===== src/rtl/brp_pkg.sv =====
// ----------------------------------------------------------------------------
// Byte range parser package
// Shared payload types, result status codes and character constants for the
// single byte-range header parser.
// ----------------------------------------------------------------------------
package brp_pkg;

  localparam int SIZE_W               = 48;
  localparam int NUMBER_WIDTH_DEFAULT = 48;

  localparam logic [1:0] STATUS_NONE  = 2'd0;
  localparam logic [1:0] STATUS_VALID = 2'd1;
  localparam logic [1:0] STATUS_UNSAT = 2'd2;

  localparam logic [1:0] PHASE_PREFIX = 2'd0;
  localparam logic [1:0] PHASE_FIRST  = 2'd1;
  localparam logic [1:0] PHASE_SECOND = 2'd2;

  localparam logic [2:0] PREFIX_LAST  = 3'd5;

  localparam logic [7:0] DASH_CHAR    = 8'h2d;
  localparam logic [7:0] DIGIT_ZERO   = 8'h30;
  localparam logic [7:0] DIGIT_NINE   = 8'h39;

  typedef struct packed {
    logic [7:0]        header_byte;
    logic              has_byte;
    logic              last_byte;
    logic [SIZE_W-1:0] file_length;
  } brp_in_t;

  typedef struct packed {
    logic [1:0]        range_status;
    logic [SIZE_W-1:0] first_offset;
    logic [SIZE_W-1:0] final_offset;
  } brp_out_t;

  // Parse summary handed from the scanner to the range resolver.
  typedef struct packed {
    logic any_byte_seen;
    logic parse_failed;
    logic dash_seen;
    logic first_digits_seen;
    logic second_digits_seen;
  } brp_flags_t;

  // Expected character of the "bytes=" prefix at each position.
  function automatic logic [7:0] prefix_char(input logic [2:0] pos);
    logic [7:0] ch;
    unique case (pos)
      3'd0:    ch = 8'h62;
      3'd1:    ch = 8'h79;
      3'd2:    ch = 8'h74;
      3'd3:    ch = 8'h65;
      3'd4:    ch = 8'h73;
      3'd5:    ch = 8'h3d;
      default: ch = 8'h00;
    endcase
    return ch;
  endfunction

endpackage


===== src/rtl/brp_scan.sv =====
// ----------------------------------------------------------------------------
// Byte range scanner
// Walks the header one character per transfer: prefix match, then two decimal
// accumulators split by the dash. Captures a summary when the last item passes.
// ----------------------------------------------------------------------------
module brp_scan #(
  parameter int NUMBER_WIDTH = brp_pkg::NUMBER_WIDTH_DEFAULT
) (
  input  logic                        clk,
  input  logic                        rst,
  input  logic                        step,
  input  brp_pkg::brp_in_t            item,
  output brp_pkg::brp_flags_t         summary,
  output logic [NUMBER_WIDTH-1:0]     first_value,
  output logic [NUMBER_WIDTH-1:0]     second_value,
  output logic [brp_pkg::SIZE_W-1:0]  size_value
);
  import brp_pkg::*;

  localparam int AW = NUMBER_WIDTH + 4;

  logic [1:0]              phase, phase_next;
  logic [2:0]              prefix_count, prefix_count_next;
  logic [NUMBER_WIDTH-1:0] first_number, first_number_next;
  logic [NUMBER_WIDTH-1:0] second_number, second_number_next;
  logic                    first_seen, first_seen_next;
  logic                    second_seen, second_seen_next;
  logic                    any_seen, any_seen_next;
  logic                    failed, failed_next;

  logic                    is_digit;
  logic [3:0]              digit;
  logic [NUMBER_WIDTH-1:0] acc;
  logic [AW-1:0]           acc_scaled;
  logic                    acc_ovf;

  always_comb begin
    is_digit   = (item.header_byte >= DIGIT_ZERO) && (item.header_byte <= DIGIT_NINE);
    digit      = item.header_byte[3:0];
    acc        = (phase == PHASE_FIRST) ? first_number : second_number;
    // acc * 10 + digit as two shifted copies; anything above the number width
    // means the value no longer fits.
    acc_scaled = {1'b0, acc, 3'b000} + {3'b000, acc, 1'b0}
               + {{NUMBER_WIDTH{1'b0}}, digit};
    acc_ovf    = |acc_scaled[AW-1:NUMBER_WIDTH];

    phase_next         = phase;
    prefix_count_next  = prefix_count;
    first_number_next  = first_number;
    second_number_next = second_number;
    first_seen_next    = first_seen;
    second_seen_next   = second_seen;
    any_seen_next      = any_seen | item.has_byte;
    failed_next        = failed;

    if (item.has_byte && !failed) begin
      if (phase == PHASE_PREFIX) begin
        if (item.header_byte == prefix_char(prefix_count)) begin
          prefix_count_next = prefix_count + 3'd1;
          if (prefix_count == PREFIX_LAST) begin
            phase_next = PHASE_FIRST;
          end
        end else begin
          failed_next = 1'b1;
        end
      end else if (is_digit) begin
        if (phase == PHASE_FIRST) begin
          first_number_next = acc_scaled[NUMBER_WIDTH-1:0];
          first_seen_next   = 1'b1;
        end else begin
          second_number_next = acc_scaled[NUMBER_WIDTH-1:0];
          second_seen_next   = 1'b1;
        end
        if (acc_ovf) begin
          failed_next = 1'b1;
        end
      end else if ((item.header_byte == DASH_CHAR) && (phase == PHASE_FIRST)) begin
        phase_next = PHASE_SECOND;
      end else begin
        failed_next = 1'b1;
      end
    end
  end

  // Parse state returns to its cleared values once the last item has passed.
  always_ff @(posedge clk) begin
    if (rst || (step && item.last_byte)) begin
      phase         <= PHASE_PREFIX;
      prefix_count  <= '0;
      first_number  <= '0;
      second_number <= '0;
      first_seen    <= 1'b0;
      second_seen   <= 1'b0;
      any_seen      <= 1'b0;
      failed        <= 1'b0;
    end else if (step) begin
      phase         <= phase_next;
      prefix_count  <= prefix_count_next;
      first_number  <= first_number_next;
      second_number <= second_number_next;
      first_seen    <= first_seen_next;
      second_seen   <= second_seen_next;
      any_seen      <= any_seen_next;
      failed        <= failed_next;
    end
  end

  always_ff @(posedge clk) begin
    if (step && item.last_byte) begin
      summary.any_byte_seen      <= any_seen_next;
      summary.parse_failed       <= failed_next;
      summary.dash_seen          <= (phase_next == PHASE_SECOND);
      summary.first_digits_seen  <= first_seen_next;
      summary.second_digits_seen <= second_seen_next;
      first_value                <= first_number_next;
      second_value               <= second_number_next;
      size_value                 <= item.file_length;
    end
  end

endmodule


===== src/rtl/brp_range.sv =====
// ----------------------------------------------------------------------------
// Byte range resolver
// Turns a parse summary and the file size into a status and an inclusive
// byte range, clamping the end to the last byte of the file.
// ----------------------------------------------------------------------------
module brp_range #(
  parameter int NUMBER_WIDTH = brp_pkg::NUMBER_WIDTH_DEFAULT
) (
  input  brp_pkg::brp_flags_t         summary,
  input  logic [NUMBER_WIDTH-1:0]     first_value,
  input  logic [NUMBER_WIDTH-1:0]     second_value,
  input  logic [brp_pkg::SIZE_W-1:0]  size_value,
  output brp_pkg::brp_out_t           outcome
);
  import brp_pkg::*;

  localparam int CW = (NUMBER_WIDTH > SIZE_W) ? NUMBER_WIDTH : SIZE_W;

  logic [CW-1:0]     first_ext, second_ext, size_ext;
  logic [CW:0]       second_plus_one;
  logic [SIZE_W-1:0] size_minus_one, suffix_start;
  logic              first_below_size, second_below_size, second_not_below_first;
  logic              second_below_last, second_nonzero, size_zero;

  always_comb begin
    first_ext       = CW'(first_value);
    second_ext      = CW'(second_value);
    size_ext        = CW'(size_value);
    second_plus_one = {1'b0, second_ext} + {{CW{1'b0}}, 1'b1};

    size_zero              = (size_value == '0);
    second_nonzero         = (second_value != '0);
    first_below_size       = first_ext < size_ext;
    second_below_size      = second_ext < size_ext;
    second_not_below_first = second_ext >= first_ext;
    // second < size - 1 without waiting for the decrement
    second_below_last      = second_plus_one < {1'b0, size_ext};
    size_minus_one         = size_value - SIZE_W'(1);
    // A suffix longer than the file covers the whole file.
    suffix_start           = second_below_size ? (size_value - second_ext[SIZE_W-1:0])
                                               : '0;

    outcome.range_status = STATUS_UNSAT;
    outcome.first_offset = '0;
    outcome.final_offset = '0;

    priority if (!summary.any_byte_seen) begin
      outcome.range_status = STATUS_NONE;
    end else if (summary.parse_failed || !summary.dash_seen || size_zero) begin
      outcome.range_status = STATUS_UNSAT;
    end else if (!summary.first_digits_seen) begin
      if (summary.second_digits_seen && second_nonzero) begin
        outcome.range_status = STATUS_VALID;
        outcome.first_offset = suffix_start;
        outcome.final_offset = size_minus_one;
      end
    end else if (first_below_size) begin
      if (!summary.second_digits_seen) begin
        outcome.range_status = STATUS_VALID;
        outcome.first_offset = first_ext[SIZE_W-1:0];
        outcome.final_offset = size_minus_one;
      end else if (second_not_below_first) begin
        outcome.range_status = STATUS_VALID;
        outcome.first_offset = first_ext[SIZE_W-1:0];
        outcome.final_offset = second_below_last ? second_ext[SIZE_W-1:0]
                                                 : size_minus_one;
      end
    end else begin
      // A start at or past the end of the file cannot be served.
      outcome.range_status = STATUS_UNSAT;
    end
  end

endmodule


===== src/rtl/http_byte_range_parser_unit.sv =====
// ----------------------------------------------------------------------------
// HTTP single byte-range parser
// Parses a Range header value of the form bytes=A-B, bytes=A- or bytes=-N,
// one character per transfer, and gives one range result per header.
// ----------------------------------------------------------------------------
// Usage:
//   The item channel carries one header character per transfer, with has_byte
//   low for an item that carries no character and last_byte high on the final
//   item, which also carries the file size. The result channel carries one
//   status and inclusive range for each item with last_byte set; other items
//   produce nothing.
//   Throughput is one item per cycle while no last item waits for room. A result
//   is offered once its last item has passed from the input register into the
//   scan summary register and from there into the result register.
//   Reset clears the pipeline valids and the parse state, so the first item
//   after reset starts a new header.
//   When the receiver stalls, the result register holds its transfer and the
//   summary register can hold one more finished header; characters that are
//   not last keep flowing, and only a last item waits for room.
// ----------------------------------------------------------------------------
module http_byte_range_parser_unit #(
  parameter int NUMBER_WIDTH = brp_pkg::NUMBER_WIDTH_DEFAULT
) (
  input  logic              clk,
  input  logic              rst,
  input  logic              item_valid,
  output logic              item_ready,
  input  brp_pkg::brp_in_t  item,
  output logic              result_valid,
  input  logic              result_ready,
  output brp_pkg::brp_out_t result
);
  import brp_pkg::*;

  logic                    stage_valid;
  brp_in_t                 stage_item;
  logic                    stage_step;

  logic                    summary_valid;
  logic                    summary_free;
  logic                    result_load;
  brp_flags_t              summary;
  logic [NUMBER_WIDTH-1:0] first_value, second_value;
  logic [SIZE_W-1:0]       size_value;
  brp_out_t                outcome;

  assign result_load  = summary_valid && (!result_valid || result_ready);
  assign summary_free = !summary_valid || result_load;
  assign stage_step   = stage_valid && (!stage_item.last_byte || summary_free);
  assign item_ready   = !stage_valid || stage_step;

  always_ff @(posedge clk) begin
    if (rst) begin
      stage_valid <= 1'b0;
    end else if (item_ready) begin
      stage_valid <= item_valid;
    end
  end

  always_ff @(posedge clk) begin
    if (item_valid && item_ready) begin
      stage_item <= item;
    end
  end

  brp_scan #(
    .NUMBER_WIDTH (NUMBER_WIDTH)
  ) u_scan (
    .clk          (clk),
    .rst          (rst),
    .step         (stage_step),
    .item         (stage_item),
    .summary      (summary),
    .first_value  (first_value),
    .second_value (second_value),
    .size_value   (size_value)
  );

  always_ff @(posedge clk) begin
    if (rst) begin
      summary_valid <= 1'b0;
    end else if (stage_step && stage_item.last_byte) begin
      summary_valid <= 1'b1;
    end else if (result_load) begin
      summary_valid <= 1'b0;
    end
  end

  brp_range #(
    .NUMBER_WIDTH (NUMBER_WIDTH)
  ) u_range (
    .summary      (summary),
    .first_value  (first_value),
    .second_value (second_value),
    .size_value   (size_value),
    .outcome      (outcome)
  );

  always_ff @(posedge clk) begin
    if (rst) begin
      result_valid <= 1'b0;
    end else if (result_load) begin
      result_valid <= 1'b1;
    end else if (result_ready) begin
      result_valid <= 1'b0;
    end
  end

  always_ff @(posedge clk) begin
    if (result_load) begin
      result <= outcome;
    end
  end

endmodule


===== config.mk =====
export PLATFORM = sky130hd
export DESIGN_NAME = http_byte_range_parser_unit
export DESIGN_NICKNAME = d
export VERILOG_FILES = /design/src/rtl/brp_pkg.sv /design/src/rtl/brp_scan.sv /design/src/rtl/brp_range.sv /design/src/rtl/http_byte_range_parser_unit.sv
export SDC_FILE = /design/constraint.sdc
export NUM_CORES = 1
export LEC_CHECK = 0
export BUFFER_PORTS_ARGS = -buffer_cell sky130_fd_sc_hd__buf_2
export CORE_AREA = 2 2 305 307
export DETAILED_ROUTE_END_ITERATION = 7
export DIE_AREA = 0 0 307 309
export PLACE_DENSITY = 0.44
export SYNTH_ARGS = -nofsm -noshare
export SYNTH_HDL_FRONTEND = slang
export SYNTH_SLANG_ARGS = --single-unit

===== constraint.sdc =====
create_clock -name clk -period 13.1 [get_ports clk]
set_input_delay 1.965 -clock clk [delete_from_list [all_inputs] [get_ports clk]]
set_output_delay 1.965 -clock clk [all_outputs]
set_load 0.02 [all_outputs]

==> metrics.txt <==
WHS Endpoint=u_scan.size_value[46]; initial antenna violation count=3; Tightest Pin Transition=1.16 ns; GR Util met1=0.279; GRT Overall Usage=0.194; GRT met2 Usage=0.301; worst r2r src=u_scan.second_value[2]; Worst Path Arrival=7.16 ns; Worst EP required=13.56 ns; LEAKAGE=around 12 nW; post-route ant nets=0; Placed Area=29400 um^2; CP Capture Type=flop; routing usage on met3=0.0307; first-pass GRT wire length=139 mm; via count=22033; crit path max fanout=32; Sequential Area=11300 um^2; RSZ-0062 raised after global routing=false; deepest clock path buffer count=3; TritonCTS buffer count=50; Syn Area/Cell=9.63 um^2; worst relative slew slack=0.218; crit start category=flop; H-tree Lvls=2; largest net degree at the start of global routing=84; Final Max Slew Viols=0; # setup viols final=0; Async SR Flop Fraction=0; synth warn=0; R2R cell count=20; Fin Setup TNS=0 ns; Die Height=309 um; WHS Path Cells=0; Post-route DRC=0; DP Wirelength=around 70 mm; final wirelength=93.6 mm; vias in the first global route=21947; IR drop worst, VDD=90.3 uV; Final Cycle Share=0.511; DRT Pass-1 Iters=5; wire length per cell=22.3 um; Resized Gates After CTS=0; PortBufs=161; max cap viols=0; EDFF count, synth=305; grt total ovfl=0; clk_lat worst skew=0.64 ns; status=finished, final reports clean; Min Clock Period, post-route=around 6.7 ns; fill cell count=9230; hold path start=stage_item[46]; Post-layout nets=3316; Non-Filler Instances=4190; hold_buf cts=0; Final Hold Viols=0; #FFs+latches synth=413; Post-CTS Setup Bufs=0; Crit Path Class=reg -> reg; GP Congestion=0.889; ys flop type=edfxtp_1; Syn-to-layout area delta=14.4%; commonest non-fill, non-tap cell in the layout=edfxtp_1; Pwr Density=98.3 nW/um^2; fraction of layout cells with a size suffix above 1=0.128; Cell Area, Synth=27300 um^2; post-synthesis sequential area ratio=0.415; Worst Hold Class=reg -> reg; routed vias/inst=5.26; r2r setup slk=between 6 and 7 ns; Syn Inst Count=approximately 2800; Worst Skew=~0.032 ns; Reg clk slew, reported paths=0.07 ns; reg2reg end=result[10]; final instance area=slightly above 30000 um^2; f_max=0.149 GHz; starting density of the core=0.298; Site Rows=about 110; layer with the highest usage=met2; Ports=162; Die Width=307 um; clock sink total=413; initial drt markers=approximately 1600; post-synthesis cell type count=73; Root Driver=clkbuf_16; Synth Net Count=between 3000 and 4000; multi-input logic area=14900 um^2; placed cells=~4100; commonest cells after routing, fill and taps aside=305 x edfxtp_1, 289 x ha_1, 274 x nand2_1; core box area=91400 um^2; die area=94900 um^2; hold_ws=0.411 ns; CTS tree=done
## how the worst max path moves through the flow
| stage | startpoint | to | slack (ns) |
|---|---|---|---|
| after floorplan | result_ready | result[0] | 6.14 |
| after global placement | u_scan.second_value[3] | result[2] | 6.39 |
| after detailed placement | u_scan.second_value[3] | result[10] | 6.33 |
| after CTS | u_scan.second_value[3] | result[10] | 6.28 |
| after global routing | u_scan.second_value[3] | result[16] | 5.89 |
| final | u_scan.second_value[2] | result[10] | 6.40 |
## critical path: stages, from the launching register on
cell       delay, ns
edfxtp_1        0.51
nand3_1         0.28
or2_2           0.38
nor4_1          0.66
nand2b_1        0.27
nor2_1          0.33
nand2_1         0.16
nor3_1          0.28
xnor2_1         0.12
ha_1            0.32
nand4_1         0.12
or2_2           0.33
nor3_1          0.25
nand2_1         0.10
or4_1           0.52
a21oi_1         0.16
nor3_1          0.06
buf_4           0.19
and2_1          0.54
o21a_2          0.65
o2bb2ai_1       0.28
## cells by family after synthesis
logic type | synth area share
compound gates | 0.167
xor+xnor | 0.0619
fa+ha+maj | 0.135
buf+inv | 0.0418
flops | 0.415
mux | 0.0399
simple gates | 0.139
## final cells by class
cell class              instances  share of cell area
repair buffers                187              0.0321
flip-flops and latches        413               0.363
multi-input cells            2122               0.477
well taps                    1186              0.0476
clock buffers                  62              0.0435
inverters                     188              0.0226
clock inverters                31              0.0143
diodes                          1           0.0000803
## through the flow
step / worst slack (ns) / util / power [mW]
floorplan: 6.14 / - / 1.52
global placement: 6.39 / 0.321 / 1.56
detailed placement: 6.33 / 0.321 / 1.56
CTS: 6.28 / 0.341 / 3.11
global route: 5.89 / 0.341 / 3.16
finish: 6.40 / 0.341 / 3.06
## synthesized netlist by cell type (18+ instances only)
| master | instances | area, um^2 |
|---|---|---|
| a211oi_1 | 30 | 225 |
| a21o_1 | 102 | 766 |
| a21oi_1 | 230 | 1150 |
| a22oi_1 | 31 | 233 |
| a31oi_1 | 21 | 131 |
| and3_1 | 20 | 125 |
| clkbuf_1 | 90 | 338 |
| dfxtp_1 | 108 | 2160 |
| edfxtp_1 | 305 | 9160 |
| ha_1 | 289 | 3620 |
| inv_1 | 188 | 706 |
| mux2_2 | 85 | 957 |
| nand2_1 | 276 | 1040 |
| nand2b_1 | 21 | 131 |
| nand3_1 | 70 | 350 |
| nand4_1 | 56 | 350 |
| nor2_1 | 215 | 807 |
| nor3_1 | 49 | 245 |
| nor4_1 | 29 | 181 |
| o21ai_0 | 146 | 731 |
| o22ai_1 | 29 | 181 |
| o2bb2ai_1 | 32 | 280 |
| or3_1 | 18 | 113 |
| xnor2_1 | 138 | 1210 |
| xor2_1 | 49 | 429 |
## where the power goes
group,switching (mW),internal [mW]
clock network,0.610,0.919
registers,0.0164,1.43
logic,0.0620,0.0278
total,0.689,2.38
## state kept, by name (all words and copies together), names as in the netlist, 3 cells and up
register and count:
u_scan.first_value 48, u_scan.summary 5, u_scan.first_number 48, u_scan.second_value 48, stage_item 58, u_scan.prefix_count 3
u_scan.second_number 48, result 98, u_scan.size_value 48
## routing by layer
metal | share of wire | vias to the layer above
li1 | - | 10643
met1 | 0.49 | 10739
met2 | 0.44 | 550
met3 | 0.050 | 101
met4 | 0.023 | 0
met5 | 0 | -
No activity file was read; power rests on OpenSTA's default activity.
